<file path="config.mk">
export PLATFORM = sky130hd
export DESIGN_NAME = sample_frame_record_marker_top
export DESIGN_NICKNAME = d
export VERILOG_FILES = /design/src/design/sfrm_pkg.sv /design/src/design/sfrm_marker.sv /design/src/design/sample_frame_record_marker_top.sv
export SDC_FILE = /design/constraint.sdc
export NUM_CORES = 1
export LEC_CHECK = 0
export ABC_AREA = 1
export BUFFER_PORTS_ARGS = -buffer_cell sky130_fd_sc_hd__buf_2
export CAP_MARGIN = 25
export CORE_MARGIN = 5
export CORE_UTILIZATION = 45
export CTS_CLUSTER_DIAMETER = 120
export DETAILED_ROUTE_END_ITERATION = 8
export PLACE_DENSITY_LB_ADDON = 0.25
export SYNTH_ARGS = -nofsm -noshare
export SYNTH_HDL_FRONTEND = slang
export SYNTH_SLANG_ARGS = --single-unit
</file>
<file path="constraint.sdc">
create_clock -name aclk -period 4.86 [get_ports aclk]
set_input_delay 0.243 -clock aclk [delete_from_list [all_inputs] [get_ports aclk]]
set_output_delay 0.243 -clock aclk [all_outputs]
set_load 0.1 [all_outputs]
</file>
<file path="src/design/sfrm_pkg.sv">
// ---------------------------------------------------------------------------
// sfrm_pkg: shared types and constants of the sample frame record marker
// Frame layout, item kinds, marker byte values and register map.
// ---------------------------------------------------------------------------
package sfrm_pkg;

    localparam int unsigned FRAME_BYTES = 6;
    localparam int unsigned BYTE_W      = 8;
    localparam int unsigned FRAME_W     = FRAME_BYTES * BYTE_W;
    localparam int unsigned COUNT_W     = 16;

    // 125 samples per second for 30 seconds
    localparam int unsigned SAMPLE_RATE_HZ = 125;
    localparam int unsigned RECORD_SECONDS = 30;
    localparam logic [COUNT_W-1:0] REC_LEN_RESET =
        COUNT_W'(SAMPLE_RATE_HZ * RECORD_SECONDS);

    localparam logic [BYTE_W-1:0] BYTE_ZERO = 8'h00;
    localparam logic [BYTE_W-1:0] BYTE_ONE  = 8'h01;
    localparam logic [BYTE_W-1:0] BYTE_FE   = 8'hFE;
    localparam logic [BYTE_W-1:0] BYTE_FF   = 8'hFF;

    // Register map: byte address 4*index, one register
    localparam int unsigned PADDR_W = 3;
    localparam logic [0:0]  REG_RECORD_LENGTH = 1'b0;

    typedef logic [FRAME_BYTES-1:0][BYTE_W-1:0] frame_t;

    typedef enum logic {
        OP_SAMPLE = 1'b0,
        OP_PRESS  = 1'b1
    } op_t;

    typedef struct packed {
        logic indicator;
        logic to_radio;
    } out_flags_t;

endpackage

</file>
<file path="src/design/sfrm_marker.sv">
// ---------------------------------------------------------------------------
// sfrm_marker: escape, recording state and start/end marking
// Combinational frame processing of one item plus the recording state,
// which advances when the item is taken.
// ---------------------------------------------------------------------------
module sfrm_marker (
    input  logic                               aclk,
    input  logic                               aresetn,
    input  logic                               step,
    input  sfrm_pkg::op_t                      op,
    input  sfrm_pkg::frame_t                   frame_in,
    input  logic [sfrm_pkg::COUNT_W-1:0]       record_length,
    output sfrm_pkg::frame_t                   frame_out,
    output sfrm_pkg::out_flags_t               flags_out
);

    logic                         recording_reg, recording_next;
    logic [sfrm_pkg::COUNT_W-1:0] count_reg, count_next;
    logic                         lamp_reg, lamp_next;

    logic [sfrm_pkg::COUNT_W-1:0] count_inc;
    logic                         all_zero;
    logic                         all_ff;
    sfrm_pkg::frame_t             escaped;

    assign all_zero  = (frame_in == {sfrm_pkg::FRAME_BYTES{sfrm_pkg::BYTE_ZERO}});
    assign all_ff    = (frame_in == {sfrm_pkg::FRAME_BYTES{sfrm_pkg::BYTE_FF}});
    assign count_inc = count_reg + sfrm_pkg::COUNT_W'(1);

    always_comb begin
        escaped = frame_in;
        if (all_zero) begin
            escaped[2] = sfrm_pkg::BYTE_ONE;
            escaped[5] = sfrm_pkg::BYTE_ONE;
        end else if (all_ff) begin
            escaped[2] = sfrm_pkg::BYTE_FE;
            escaped[5] = sfrm_pkg::BYTE_FE;
        end
    end

    always_comb begin
        recording_next     = recording_reg;
        count_next         = count_reg;
        lamp_next          = lamp_reg;
        frame_out          = escaped;
        flags_out.to_radio = 1'b0;
        if (op == sfrm_pkg::OP_PRESS) begin
            recording_next = 1'b1;
        end else if (recording_reg) begin
            flags_out.to_radio = 1'b1;
            count_next         = count_inc;
            if (count_reg == '0) begin
                frame_out = {sfrm_pkg::FRAME_BYTES{sfrm_pkg::BYTE_FF}};
                lamp_next = ~lamp_next;
            end
            if (count_inc == record_length) begin
                frame_out      = {sfrm_pkg::FRAME_BYTES{sfrm_pkg::BYTE_ZERO}};
                lamp_next      = ~lamp_next;
                recording_next = 1'b0;
                count_next     = '0;
            end
        end
        flags_out.indicator = lamp_next;
    end

    always_ff @(posedge aclk) begin
        if (!aresetn) begin
            recording_reg <= 1'b0;
            count_reg     <= '0;
            lamp_reg      <= 1'b0;
        end else if (step) begin
            recording_reg <= recording_next;
            count_reg     <= count_next;
            lamp_reg      <= lamp_next;
        end
    end

endmodule

</file>
<file path="src/design/sample_frame_record_marker_top.sv">
// ---------------------------------------------------------------------------
// sample_frame_record_marker_top: sensor frame escaper and recording marker
// Escapes 6-byte sample frames and brackets recordings with start/end marks.
// ---------------------------------------------------------------------------
// Usage:
//   Slave stream (s_*): one transaction per item. s_tuser is the item kind
//   (0 = sample frame, 1 = start button press), s_tdata the six frame bytes.
//   Master stream (m_*): one transaction per sample frame; a press gives none.
//   m_tdata carries the escaped or marked frame, m_tuser the radio flag and
//   the indicator lamp level after the frame.
//   APB port: record_length at byte address 0 (bits 15:0). Write it only
//   while no transaction is in flight.
// Pipeline and throughput:
//   Two register stages (input register, result register): a sample frame
//   passes from the input register to the result register, which drives m_*.
//   One item per cycle is sustained while m_tready is high; the recording
//   counter and lamp update in the same cycle as the item leaves the input register.
// Reset: aresetn (synchronous, active low) empties both stages, stops any
//   recording, clears the sample counter and lamp, and sets record_length
//   to 3750.
// Stall: while m_tready is low a full result register holds; the input
//   register still takes a new item if it is empty, and a button press in it
//   retires without waiting for the master side.
// ---------------------------------------------------------------------------
module sample_frame_record_marker_top (
    input  logic                               aclk,
    input  logic                               aresetn,

    input  logic                               s_tvalid,
    output logic                               s_tready,
    input  logic [sfrm_pkg::FRAME_W-1:0]       s_tdata,   // in_byte_0 .. in_byte_5
    input  logic                               s_tuser,   // operation

    output logic                               m_tvalid,
    input  logic                               m_tready,
    output logic [sfrm_pkg::FRAME_W-1:0]       m_tdata,   // out_byte_0 .. out_byte_5
    output logic [1:0]                         m_tuser,   // to_radio, indicator

    input  logic                               psel,
    input  logic                               penable,
    input  logic                               pwrite,
    input  logic [sfrm_pkg::PADDR_W-1:0]       paddr,
    input  logic [31:0]                        pwdata,
    output logic [31:0]                        prdata,
    output logic                               pready
);

    // Configuration register
    logic [sfrm_pkg::COUNT_W-1:0] rec_len_reg;
    logic                         reg_sel;

    assign pready  = 1'b1;
    assign reg_sel = (paddr[sfrm_pkg::PADDR_W-1] == sfrm_pkg::REG_RECORD_LENGTH);
    assign prdata  = reg_sel ? {16'd0, rec_len_reg} : 32'd0;

    always_ff @(posedge aclk) begin
        if (!aresetn) begin
            rec_len_reg <= sfrm_pkg::REC_LEN_RESET;
        end else if (psel && penable && pwrite && pready && reg_sel) begin
            rec_len_reg <= pwdata[sfrm_pkg::COUNT_W-1:0];
        end
    end

    // Input register stage
    logic             in_valid_reg;
    sfrm_pkg::op_t    in_op_reg;
    sfrm_pkg::frame_t in_frame_reg;
    logic             advance;
    logic             out_load;

    // Retire the held item: a press needs no room, a sample needs the result
    // register free or draining this cycle.
    assign advance  = in_valid_reg &&
                      ((in_op_reg == sfrm_pkg::OP_PRESS) || !m_tvalid || m_tready);
    assign out_load = advance && (in_op_reg == sfrm_pkg::OP_SAMPLE);
    assign s_tready = !in_valid_reg || advance;

    always_ff @(posedge aclk) begin
        if (!aresetn) begin
            in_valid_reg <= 1'b0;
        end else if (s_tready) begin
            in_valid_reg <= s_tvalid;
        end
    end

    always_ff @(posedge aclk) begin
        if (s_tvalid && s_tready) begin
            in_op_reg    <= sfrm_pkg::op_t'(s_tuser);
            in_frame_reg <= sfrm_pkg::frame_t'(s_tdata);
        end
    end

    // Marking logic and recording state
    sfrm_pkg::frame_t     frame_res;
    sfrm_pkg::out_flags_t flags_res;

    sfrm_marker u_marker (
        .aclk          (aclk),
        .aresetn       (aresetn),
        .step          (advance),
        .op            (in_op_reg),
        .frame_in      (in_frame_reg),
        .record_length (rec_len_reg),
        .frame_out     (frame_res),
        .flags_out     (flags_res)
    );

    // Result register stage
    logic                 out_valid_reg;
    sfrm_pkg::frame_t     out_frame_reg;
    sfrm_pkg::out_flags_t out_flags_reg;

    always_ff @(posedge aclk) begin
        if (!aresetn) begin
            out_valid_reg <= 1'b0;
        end else if (out_load) begin
            out_valid_reg <= 1'b1;
        end else if (m_tready) begin
            out_valid_reg <= 1'b0;
        end
    end

    always_ff @(posedge aclk) begin
        if (out_load) begin
            out_frame_reg <= frame_res;
            out_flags_reg <= flags_res;
        end
    end

    assign m_tvalid = out_valid_reg;
    assign m_tdata  = out_frame_reg;
    assign m_tuser  = {out_flags_reg.indicator, out_flags_reg.to_radio};

endmodule
</file>
==> results of run 1 <==
## where the power goes
| group | internal, mW | total (mW) | switching [mW] |
|---|---|---|---|
| combinational | 0.0941 | 0.380 | 0.286 |
| sequential | 1.29 | 1.31 | 0.0220 |
| clock | 0.958 | 1.44 | 0.484 |
## layer usage
metal  vias up  GRT usage  routed length (um)
li1       2698          -                   -
met1      2377     0.2385                6507
met2       202     0.3092                7652
met3        22    0.04593                1182
met4         0    0.06776                 301
met5         -          0                   0
## cell usage after synthesis (all sizes together)
| cell type | n |
|---|---|
| xnor3 | 1 |
| conb | 2 |
| nand2 | 165 |
| clkinv | 1 |
| nor4 | 17 |
| nand3b | 1 |
| o22ai | 2 |
| ha | 2 |
| dfxtp | 36 |
| nand4 | 31 |
| xnor2 | 1 |
| nor2 | 82 |
| o21ai | 18 |
| inv | 98 |
| xor2 | 1 |
| buf | 26 |
| a31oi | 1 |
| a21oi | 30 |
| and3 | 2 |
| clkbuf | 13 |
| nor3 | 3 |
| edfxtp | 99 |
| o211ai | 7 |
| or2 | 24 |
| nand3 | 53 |
## layout by cell type, fill, tap and decap left out, types with 3 or more instances in the layout
master         count
a21oi_1           30
nor2_2            35
dfxtp_1           36
inv_1             96
nor2_1            44
nor4_1            17
clkinv_1           3
edfxtp_1          99
dlygate4sd3_1     37
nand3_1           51
nand2_1          162
nand2_2            3
o211ai_1           7
buf_2            140
nor2_4             3
or2_2             24
o21ai_0           17
conb_1            17
clkinv_2           3
nand4_1           30
clkbuf_16         17
bufinv_16          6
## worst max path at each step
stage	startpoint	endpoint	slack, ps	depth (start not counted)
2_1_floorplan	m_tvalid$_SDFFE_PN0P_	in_frame_reg[0]$_DFFE_PP_	1080	3
3_3_place_gp	u_marker.count_reg[0]$_SDFFE_PN0P_	m_tdata[15]$_DFFE_PP_	1960	12
3_5_place_dp	u_marker.count_reg[0]$_SDFFE_PN0P_	m_tdata[30]$_DFFE_PP_	1920	12
4_1_cts	u_marker.count_reg[0]$_SDFFE_PN0P_	m_tdata[30]$_DFFE_PP_	1900	12
5_1_grt	u_marker.count_reg[0]$_SDFFE_PN0P_	m_tdata[12]$_DFFE_PP_	1680	12
6_report	u_marker.count_reg[0]$_SDFFE_PN0P_	m_tdata[12]$_DFFE_PP_	1920	12
## area by class of cell
type / count / area (um2) / share of cell area
Clock buffer: 18 / 429.2 / 0.05139
Inverter: 99 / 374.1 / 0.04480
Timing Repair Buffer: 180 / 1106 / 0.1325
Tap cell: 184 / 230.2 / 0.02757
Multi-Input combinational cell: 458 / 2290 / 0.2742
Sequential cell: 135 / 3694 / 0.4423
Clock inverter: 14 / 227.7 / 0.02727
## stage by stage
stage	cell area [um2]	total power, mW	utilization	setup WS (ps)	std cells
2_1_floorplan	6618	1.630	-	1077	731
3_3_place_gp	7303	1.685	0.5063	1963	1018
3_5_place_dp	7323	1.690	0.5077	1916	1019
4_1_cts	8341	3.149	0.5782	1900	1087
5_1_grt	8351	3.236	0.5789	1683	1088
6_report	8351	3.133	0.5789	1921	1088
## cell families (layout without fill, tap and decap cells)
logic type | count (synthesis) | in the layout | share of synthesized area
DFF | 135 | 135 | 0.5629
and+or+nand+nor | 378 | 378 | 0.2794
buffers and inverters | 138 | 311 | 0.09897
other | 2 | 17 | 0.001145
xor gates and xnor gates | 3 | 3 | 0.006293
AOI/OAI and AO/OA | 58 | 58 | 0.04748
adders and majority gates | 2 | 2 | 0.003813
==> metrics.md, run 1 <==
| Metric | Value |
|---|---|
| Delay-heaviest family, CP | `simple AND/OR/NAND/NOR gates` |
| Fin crit share | `0.6047` |
| Max Cap Viol | `0` |
| Final net count | `between 900 and 1000` |
| Crit-path cells | `inv_1, ha_1, xnor2_1, o21ai_0, nor2_1, nand3_1, a21oi_1, nand2_1, nor2_2, nand4_4, inv_4, nor2_2` |
| DRT antenna net count | `0` |
| Placement Rows | `44` |
| RSZ-0062 raised after global routing | `false` |
| Clk sinks | `135` |
| Sequential area share after synthesis | `0.5629` |
| R2R setup slack | `1920 ps` |
| Via count | `5299` |
| Grt total ovfl | `0` |
| Worst path bufs/invs | `2` |
| Cell variety after synth | `37` |
| Peak supply drop | `~0.00022 V` |
| HP Start | `s_tdata[44]` |
| Final Hold Viols | `0` |
| Starting DRT DRC Count | `438` |
| Startpoint Class | `flop` |
| CTS root buffer | `clkbuf_16` |
| Drt drc | `0` |
| Worst Hold Class | `in -> reg` |
| DR WL/cell | `roughly 14 um` |
| Worst path most repeated cell | `nor2_2` |
| Initial antenna violation count | `0` |
| I/O pin total | `around 180` |
| Largest net degree at the start of global routing | `41` |
| Hold path depth | `1` |
| Dominant cell type by area after synthesis | `edfxtp_1` |
| CTS resizes | `0` |
| Crit-path max FO | `30` |
| CP max stage cell | `inv_4` |
| Final Wtd Congestion | `0.9454` |
| Worst Hold End | `in_frame_reg[44]$_DFFE_PP_` |
| Initial DRT Pass Iterations | `5` |
| GRT Overall Usage | `0.1866` |
| P&R area growth vs syn | `27.27%` |
| Clock Tree Buf Depth | `2` |
| Tmin final | `2939 ps` |
| Slew headroom | `0.5539` |
| Starting Density | `0.4549` |
| First-pass GRT wire length | `roughly 24 mm` |
| Capture point of the worst reg-to-reg path | `m_tdata[12]$_DFFE_PP_` |
| Status | `finished clean` |
| Number of global-route vias before repair | `4928` |
| Area contributors post-synth | `edfxtp_1 (45%), dfxtp_1 (11%), nand2_1 (9.3%)` |
| CP arrival | `between 3000 and 4000 ps` |
| CP Data Required Time | `5020 ps` |
| H-tree levels | `4` |
| Die area | `17100 um2` |
| Layout cells sized above 1 | `0.2721` |
| Slew @ Worst Pin | `663.1 ps` |
| Fillers | `between 1000 and 1500` |
| Pwr/cell area | `375.1 nW/um2` |
| Top-area cell type share of the netlist area | `0.4531` |
| CTS clk-pin slew, worst paths | `~60 ps` |
| Max Slew Vio Count | `0` |
| RR Startpoint | `u_marker.count_reg[0]$_SDFFE_PN0P_` |
| YS warnings | `0` |
| Final setup fails | `0` |
| Vias per inst | `4.870` |
| CTS Buf Count | `17` |
| Min Hold Slack | `roughly 12 ps` |
| Die X | `130.8 um` |
| Routed WL | `15.64 mm` |
| Worst Reg-to-Reg Cells | `12` |
| Core Region | `14420 um2` |
| Post-CTS Setup Bufs | `0` |
| IO buf count | `140` |
| Diode count | `0` |
| Synthesized instance count | `716` |
| Slowest Stage Delay on Critical Path | `around 500 ps` |
| Fmax | `340.3 MHz` |
| Critical path endpoint category | `flop` |
| Post-synthesis cell area | `6561 um2` |
| CTS tree | `done` |
| Setup TNS | `0 ps` |
| Clock skew | `approximately 9.5 ps` |
| #FFs+latches synth | `135` |
| Mapped Avg Cell Area | `9.164 um2` |
| Die extent in y | `130.8 um` |
| # hold bufs at CTS | `36` |
| Clk_lat worst skew | `420 ps` |
| Post-DP HPWL | `11.26 mm` |
| CP Class | `reg -> reg` |
| Pleak | `3.665 nW` |
Power figures use the tool's default switching activity.
==> run 2, diff against run 1 <==
--- a/config.mk
+++ b/config.mk
@@ -5,7 +5,7 @@
 export SDC_FILE = /design/constraint.sdc
 export NUM_CORES = 1
 export LEC_CHECK = 0
-export ABC_AREA = 1
+export ABC_AREA = 0
 export BUFFER_PORTS_ARGS = -buffer_cell sky130_fd_sc_hd__buf_2
 export CAP_MARGIN = 25
 export CORE_MARGIN = 5
==> constraint.sdc (replaced) <==
create_clock -name aclk -period 2.4 [get_ports aclk]
set_input_delay 0.12 -clock aclk [delete_from_list [all_inputs] [get_ports aclk]]
set_output_delay 0.12 -clock aclk [all_outputs]
set_load 0.1 [all_outputs]
==> run 2 against run 1 <==
- the run now ends with negative setup slack left
- wire length up 26%
- combinational power up 110%
- core utilization up 10 points
- cell count down 2.4%
- first-iteration DRC count up 26%
- critical path depth down 3
- count of clock-buffer cells in the layout up 3
- synthesized cell count down 17%
- worst setup slack worse by 2400 ps
- critical path type unchanged
- critical endpoint is now m_tdata[40]$_DFFE_PP_
==> metrics.md, run 2 <==
| Metric | Value |
|---|---|
| Worst Setup SP | `u_marker.count_reg[0]$_SDFFE_PN0P_` |
| Top-area cell type share of the netlist area | `0.4699 (+0.01685)` |
| HP Start | `aresetn` |
| Post-synthesis cell area | `6326 um2 (-3.6%)` |
| Vias per inst | `5.381 (+10%)` |
| RR Startpoint | `u_marker.count_reg[0]$_SDFFE_PN0P_` |
| First-pass GRT wire length | `29.06 mm (+20%)` |
| Most common cell in the netlist | `edfxtp_1` |
| Pleak | `3.864 nW (+5.4%)` |
| Status | `complete, but fails checks` |
| Fmax | `349.1 MHz (+2.6%)` |
| Starting Density | `0.4575 (+0.002623)` |
| Tmin final | `2864 ps (-74.41 ps)` |
| Switching Share | `0.2584 (+0.005803)` |
| Slew headroom | `0.3565 (-0.1973)` |
| Slowest Stage Delay on Critical Path | `540 ps (+50 ps)` |
| P_int | `4.553 mW (+94%)` |
| Area contributors post-synth | `edfxtp_1 (47%), dfxtp_1 (11%), nor2_1 (5.2%)` |
| Pwr/cell area | `652.3 nW/um2 (+74%)` |
| DRT antenna net count | `0 (unchanged)` |
| Final setup fails | `67 (+67)` |
| Grt total ovfl | `0 (unchanged)` |
| Ys flop type | `edfxtp_1` |
| GRT Overall Usage | `0.2275 (+0.04089)` |
| Crit-path max FO | `6 (-80%)` |
| Dominant cell type by area after synthesis | `edfxtp_1` |
| RSZ-0062 raised after global routing | `true` |
| Synthesized instance count | `593 (-17%)` |
| Clock share of power | `0.437 (-0.023)` |
| Setup WS pre-CTS | `-523.0 ps (-2439 ps)` |
| CTS tree | `done` |
| Initial DRT Pass Iterations | `5 (unchanged)` |
| Drt drc | `0 (unchanged)` |
| Diode count | `0 (unchanged)` |
| Worst path most repeated cell | `or4_4` |
| Slew @ Worst Pin | `961.6 ps (+298.6 ps)` |
| Max Cap Viol | `0 (unchanged)` |
| IO buf count | `140 (unchanged)` |
| Mapped Avg Cell Area | `10.67 um2 (+16%)` |
| DR WL/cell | `18.49 um (+29%)` |
| Leading cell types in the layout, fill and taps excluded | `buf_2 (140), edfxtp_1 (99), buf_4 (80)` |
| Die X | `128.6 um (-1.7%)` |
| Post-DP HPWL | `12.15 mm (+7.9%)` |
| Multi-input logic area | `2592 um2 (+13%)` |
| Sequential area share after synthesis | `0.5839 (+0.02093)` |
| H-tree levels | `4 (unchanged)` |
| CTS root buffer | `clkbuf_16` |
| Post-synth top cells | `edfxtp_1 (99), nor2_1 (87), nand2_1 (47), dfxtp_1 (36), inv_1 (26)` |
| CTS clk-pin slew, worst paths | `60 ps (about the same)` |
| Fin crit share | `1.193 (+0.5888)` |
| Critical path endpoint category | `flop` |
| CTS Buf Count | `17 (unchanged)` |
| Register Area | `3710 um2 (+0.44%)` |
| CP max stage cell | `or4_4` |
| Final Wtd Congestion | `0.8830 (-6.6%)` |
| P_sw | `1.587 mW (+100%)` |
| Delay-heaviest family, CP | `simple AND/OR/NAND/NOR gates` |
| Clock skew | `10.97 ps (+1.506 ps)` |
| Initial antenna violation count | `0 (unchanged)` |
| Layout cells sized above 1 | `0.3639 (+0.09182)` |
| Worst path bufs/invs | `2 (unchanged)` |
| I/O pin total | `176 (unchanged)` |
| Largest net degree at the start of global routing | `41 (unchanged)` |
| CP arrival | `3030 ps (-70 ps)` |
| Starting DRT DRC Count | `553 (+26%)` |
| Crit-path cells | `nand2_4, o31a_1, or4_4, and2_4, or4_4, nor3_4, buf_6, clkbuf_16, o21bai_1` |
| Die area | `16530 um2 (-3.3%)` |
| YS warnings | `0 (unchanged)` |
| Cell variety after synth | `66 (+78%)` |
| Startpoint Class | `flop` |
| Worst Hold Class | `in -> reg` |
| Clk_lat worst skew | `420 ps (about the same)` |
| Via count | `5715 (+7.9%)` |
| Commonest non-fill, non-tap cell in the layout | `buf_2` |
| Clock Tree Buf Depth | `2 (unchanged)` |
| Placement Rows | `43 (-2.3%)` |
| Die extent in y | `128.6 um (-1.7%)` |
| Final net count | `963 (-2.1%)` |
| Final Hold Viols | `0 (unchanged)` |
| Failing checks | `negative setup slack` |
| Max Slew Vio Count | `0 (unchanged)` |
| CP Class | `reg -> reg` |
| Core Region | `13830 um2 (-4.1%)` |
| Post-synth EDFFs | `99 (unchanged)` |
| Fillers | `959 (-25%)` |
| #FFs+latches synth | `135 (unchanged)` |
| Number of global-route vias before repair | `5550 (+13%)` |
| P&R area growth vs syn | `48.79%` |
| Asr flop ratio synth | `0 (unchanged)` |
| Sequential share of power | `0.435 (+0.016)` |
| Setup TNS | `-24760 ps (-24760 ps)` |
| Peak supply drop | `0.0007313 V (+240%)` |
| Combinational power share | `0.129 (+0.008)` |
| CP Data Required Time | `2560 ps (-2460 ps)` |
| Setup WS post-layout | `-464.2 ps (-2386 ps)` |
| Clk sinks | `135 (unchanged)` |
| Routed WL | `19.64 mm (+26%)` |
[run 2: logic make-up after synthesis]
kind of cell | after synthesis | share of synthesized area
other cells | 2 | 0.001187
xor+xnor | 19 | 0.02631
fa+ha+maj | 2 | 0.003955
buf+inv | 80 | 0.06329
compound gates | 91 | 0.1078
mux | 4 | 0.006527
flops | 135 | 0.5839
simple gates | 260 | 0.2071
[run 2: power by group through the flow]
stage,sequential [mW],clock [mW],combinational [mW]
floorplan,2.88,0,0.346
global placement,2.71,0,0.647
detailed placement,2.71,0,0.659
CTS,2.66,2.69,0.752
global route,2.68,2.82,0.825
finish,2.67,2.68,0.789
[run 2: through the flow]
step           cells  hold slack [ps]  utilization  instance area (um2)  total power, mW
6_report        1062            33.37       0.6808                 9413            6.140
5_1_grt         1062            17.14       0.6808                 9413            6.318
4_1_cts         1058            20.96       0.6601                 9128            6.105
3_5_place_dp     950            298.1       0.5530                 7646            3.371
3_3_place_gp     950            297.4       0.5530                 7646            3.355
2_1_floorplan    608            218.9            -                 6467            3.228
[run 2: final timing paths]
kind	slack, ps	cells after the start	end
max	-460	9	m_tdata[40]$_DFFE_PP_
min	30	2	rec_len_reg[7]$_SDFFE_PN1P_
max reg2reg	-460	9	m_tdata[40]$_DFFE_PP_
min reg2reg	460	2	rec_len_reg[3]$_SDFFE_PN0P_
[run 2: repair_timing]
action,4_1_cts,5_1_grt
pin swaps,14,15
resized for setup,23,47
hold buffers,66,0
hold endpoints to repair,66,0
endpoints found under the setup margin,67,67
setup buffers,7,1
gates cloned,4,3
[run 2: routing by layer]
layer | up-vias | track usage | part of all wire
met3 | 28 | 0.05936 | 0.075
met2 | 267 | 0.3828 | 0.50
met4 | 0 | 0.06547 | 0.018
met1 | 2741 | 0.2912 | 0.40
li1 | 2679 | - | -
met5 | - | 0 | 0
[run 2: layout make-up]
cell class              instances  area share
inverters                      27     0.01077
clock inverters                10     0.01635
repair buffers                296      0.2326
well taps                     180     0.02393
flip-flops and latches        135      0.3941
clock buffers                  21     0.04679
multi-input cells             393      0.2754
==> run 3, diff against run 2 <==
==> constraint.sdc (replaced) <==
create_clock -name aclk -period 2.4 [get_ports aclk]
set_input_delay 0.12 -clock aclk [delete_from_list [all_inputs] [get_ports aclk]]
set_output_delay 0.12 -clock aclk [all_outputs]
set_load 0.005 [all_outputs]
==> run 3 against run 2 <==
- the run still ends with negative setup slack left
- worst hold slack better by 57 ps
- die area stayed put
- sequential share of layout area decreased by 0.73 points
- register-to-register slack gained 30 ps
- sequential power about the same
- critical endpoint unchanged
- highest routed layer is now met5
==> metrics.md, run 3 (synthesis gave the netlist of run 2 again) <==
| Metric | Value |
|---|---|
| Status | `complete, but fails checks` |
| Failing checks | `negative setup slack` |
| Fin crit share | `1.182 (-0.01147)` |
| Slew @ Worst Pin | `678.1 ps (-283.5 ps)` |
| Largest net degree at the start of global routing | `33 (-20%)` |
| Routed WL | `19.98 mm (+1.7%)` |
| Slew headroom | `0.5468 (+0.1903)` |
| Worst Hold Class | `in -> reg` |
| Starting DRT DRC Count | `451 (-18%)` |
| Clk_lat worst skew | `430 ps (about the same)` |
| Drt drc | `0 (unchanged)` |
| Die X | `128.6 um (unchanged)` |
| Min Hold Slack | `90.22 ps (+56.85 ps)` |
| GRT Overall Usage | `0.2369 (+0.009462)` |
| Crit-path cells | `buf_4, nand4_1, nor2_2, mux2i_2, o2111ai_4, or4_4, nor3_4, buf_6, clkbuf_16, o21bai_1` |
| Commonest non-fill, non-tap cell in the layout | `buf_2` |
| Max Cap Viol | `0 (unchanged)` |
| CTS root buffer | `clkbuf_16` |
| DRT antenna net count | `0 (unchanged)` |
| Pleak | `3.921 nW (+1.5%)` |
| I/O pin total | `176 (unchanged)` |
| Switching Share | `0.2197 (-0.03871)` |
| Layout cells sized above 1 | `0.3908 (+0.02682)` |
| Placement Rows | `43 (unchanged)` |
| CTS Buf Count | `17 (unchanged)` |
| Clock skew | `5.828 ps (-5.138 ps)` |
| Worst path bufs/invs | `3 (+1)` |
| Placed insts | `950 (unchanged)` |
| Setup WS pre-CTS | `-445.2 ps (+77.75 ps)` |
| Grt total ovfl | `0 (unchanged)` |
| Pwr/cell area | `611.1 nW/um2 (-6.3%)` |
| Die extent in y | `128.6 um (unchanged)` |
| Final Wtd Congestion | `0.8776 (-0.61%)` |
| P_sw | `1.288 mW (-19%)` |
| Post-DP HPWL | `12.26 mm (+0.94%)` |
| Critical path endpoint category | `flop` |
| Final Hold Viols | `0 (unchanged)` |
| H-tree levels | `4 (unchanged)` |
| Combinational power share | `0.073 (-0.056)` |
| Final setup fails | `66 (-1.5%)` |
| Initial antenna violation count | `1 (+1)` |
| Fmax | `352.5 MHz (+0.97%)` |
| CTS tree | `done` |
| Vias per inst | `5.480 (+1.8%)` |
| P_int | `4.574 mW (+0.46%)` |
| Clock Tree Buf Depth | `2 (unchanged)` |
| P&R area growth vs syn | `51.64%` |
| Startpoint Class | `flop` |
| RSZ-0062 raised after global routing | `true` |
| Fin cells | `1070 (+0.75%)` |
| Peak supply drop | `0.0005073 V (-31%)` |
| Initial DRT Pass Iterations | `5 (unchanged)` |
| Die area | `16530 um2 (unchanged)` |
| IO buf count | `140 (unchanged)` |
| CP arrival | `3010 ps (-20 ps)` |
| Setup WS post-layout | `-436.7 ps (+27.52 ps)` |
| Number of global-route vias before repair | `5880 (+5.9%)` |
| Clk sinks | `135 (unchanged)` |
| Crit-path max FO | `11 (+5)` |
| Delay-heaviest family, CP | `simple AND/OR/NAND/NOR gates` |
| DR WL/cell | `18.67 um (+0.98%)` |
| CTS clk-pin slew, worst paths | `60 ps (about the same)` |
| First-pass GRT wire length | `30.20 mm (+3.9%)` |
| Max Slew Vio Count | `0 (unchanged)` |
| CP Data Required Time | `2570 ps (about the same)` |
| Slowest Stage Delay on Critical Path | `480 ps (-60 ps)` |
| Final net count | `968 (+0.52%)` |
| CP Class | `reg -> reg` |
| Tmin final | `2837 ps (-27.52 ps)` |
| CP max stage cell | `or4_4` |
| Sequential share of power | `0.455 (+0.020)` |
| Starting Density | `0.4575 (unchanged)` |
| Clock share of power | `0.473 (+0.036)` |
| Via count | `5864 (+2.6%)` |
| Leading cell types in the layout, fill and taps excluded | `buf_2 (140), edfxtp_1 (99), buf_4 (75)` |
| Core Region | `13830 um2 (unchanged)` |
-- run 3: cell count changes in the layout (fill, tap and decap cells not counted), moves of 3 or more --
cell	delta
nor2_4	-3
clkbuf_1	-3
a211oi_2	+8
clkinv_1	-3
clkinvlp_4	+3
buf_6	+10
buf_4	-5
a211oi_1	-8
nor2_1	+3
-- run 3: power by group through the flow --
stage	Clock (mW)	Combinational (mW)	Sequential (mW)
global route	2.92	0.464	2.67
finish	2.77	0.425	2.67
global placement	0	0.287	2.71
floorplan	0	0.165	2.70
CTS	2.80	0.401	2.66
detailed placement	0	0.300	2.71
-- run 3: path summary, 6_finish.rpt --
path                                       from                     endpoint  slack, ps  cells after the start
max          u_marker.count_reg[2]$_SDFFE_PN0P_        m_tdata[40]$_DFFE_PP_       -440                     10
min                                    m_tready        m_tvalid$_SDFFE_PN0P_         90                      3
max reg2reg  u_marker.count_reg[2]$_SDFFE_PN0P_        m_tdata[40]$_DFFE_PP_       -440                     10
min reg2reg         rec_len_reg[3]$_SDFFE_PN0P_  rec_len_reg[3]$_SDFFE_PN0P_        460                      2
-- run 3: layer usage --
metal  wire, um  up-vias  global-route usage
li1           -     2704                   -
met4        456        2             0.08462
met1       7974     2827              0.2908
met5          7        -                   0
met3       1537       49             0.06559
met2      10000      282              0.4021
-- run 3: final cells by class --
| type | count | area, um2 |
|---|---|---|
| sequential | 135 | 3711 |
| clock buffer | 18 | 429.2 |
| clock inverter | 14 | 198.9 |
| tap | 180 | 225.2 |
| inverter | 27 | 101.3 |
| multi-input combinational | 393 | 2675 |
| timing repair buffer | 301 | 2247 |
| antenna | 2 | 5.005 |
| fill | 994 | 4234 |
-- run 3: per-stage QoR --
step / util / total power [mW] / TNS, ps / area [um2]
detailed placement: 0.5565 / 3.010 / -22950 / 7695
global route: 0.6934 / 6.058 / -27930 / 9588
finish: 0.6938 / 5.862 / -22480 / 9593
global placement: 0.5565 / 2.995 / -21240 / 7695
CTS: 0.6804 / 5.866 / -19160 / 9408
floorplan: - / 2.863 / -17440 / 6540
-- run 3: repair_timing --
item / 4_1_cts / 5_1_grt
hold buffers: 66 / 0
endpoints found under the hold margin: 66 / 0
pin swaps: 25 / 14
cloned: 4 / 3
setup endpoints to repair: 67 / 67
setup buffers: 14 / 1
gates resized for setup: 56 / 32
-- run 3: worst register-to-register path: stages (launching register included) --
cell and delay, ps:
dfxtp_2 340, buf_4 200, nand4_1 250, nor2_2 230
mux2i_2 310, o2111ai_4 180, or4_4 480, nor3_4 190
buf_6 180, clkbuf_16 170, o21bai_1 80
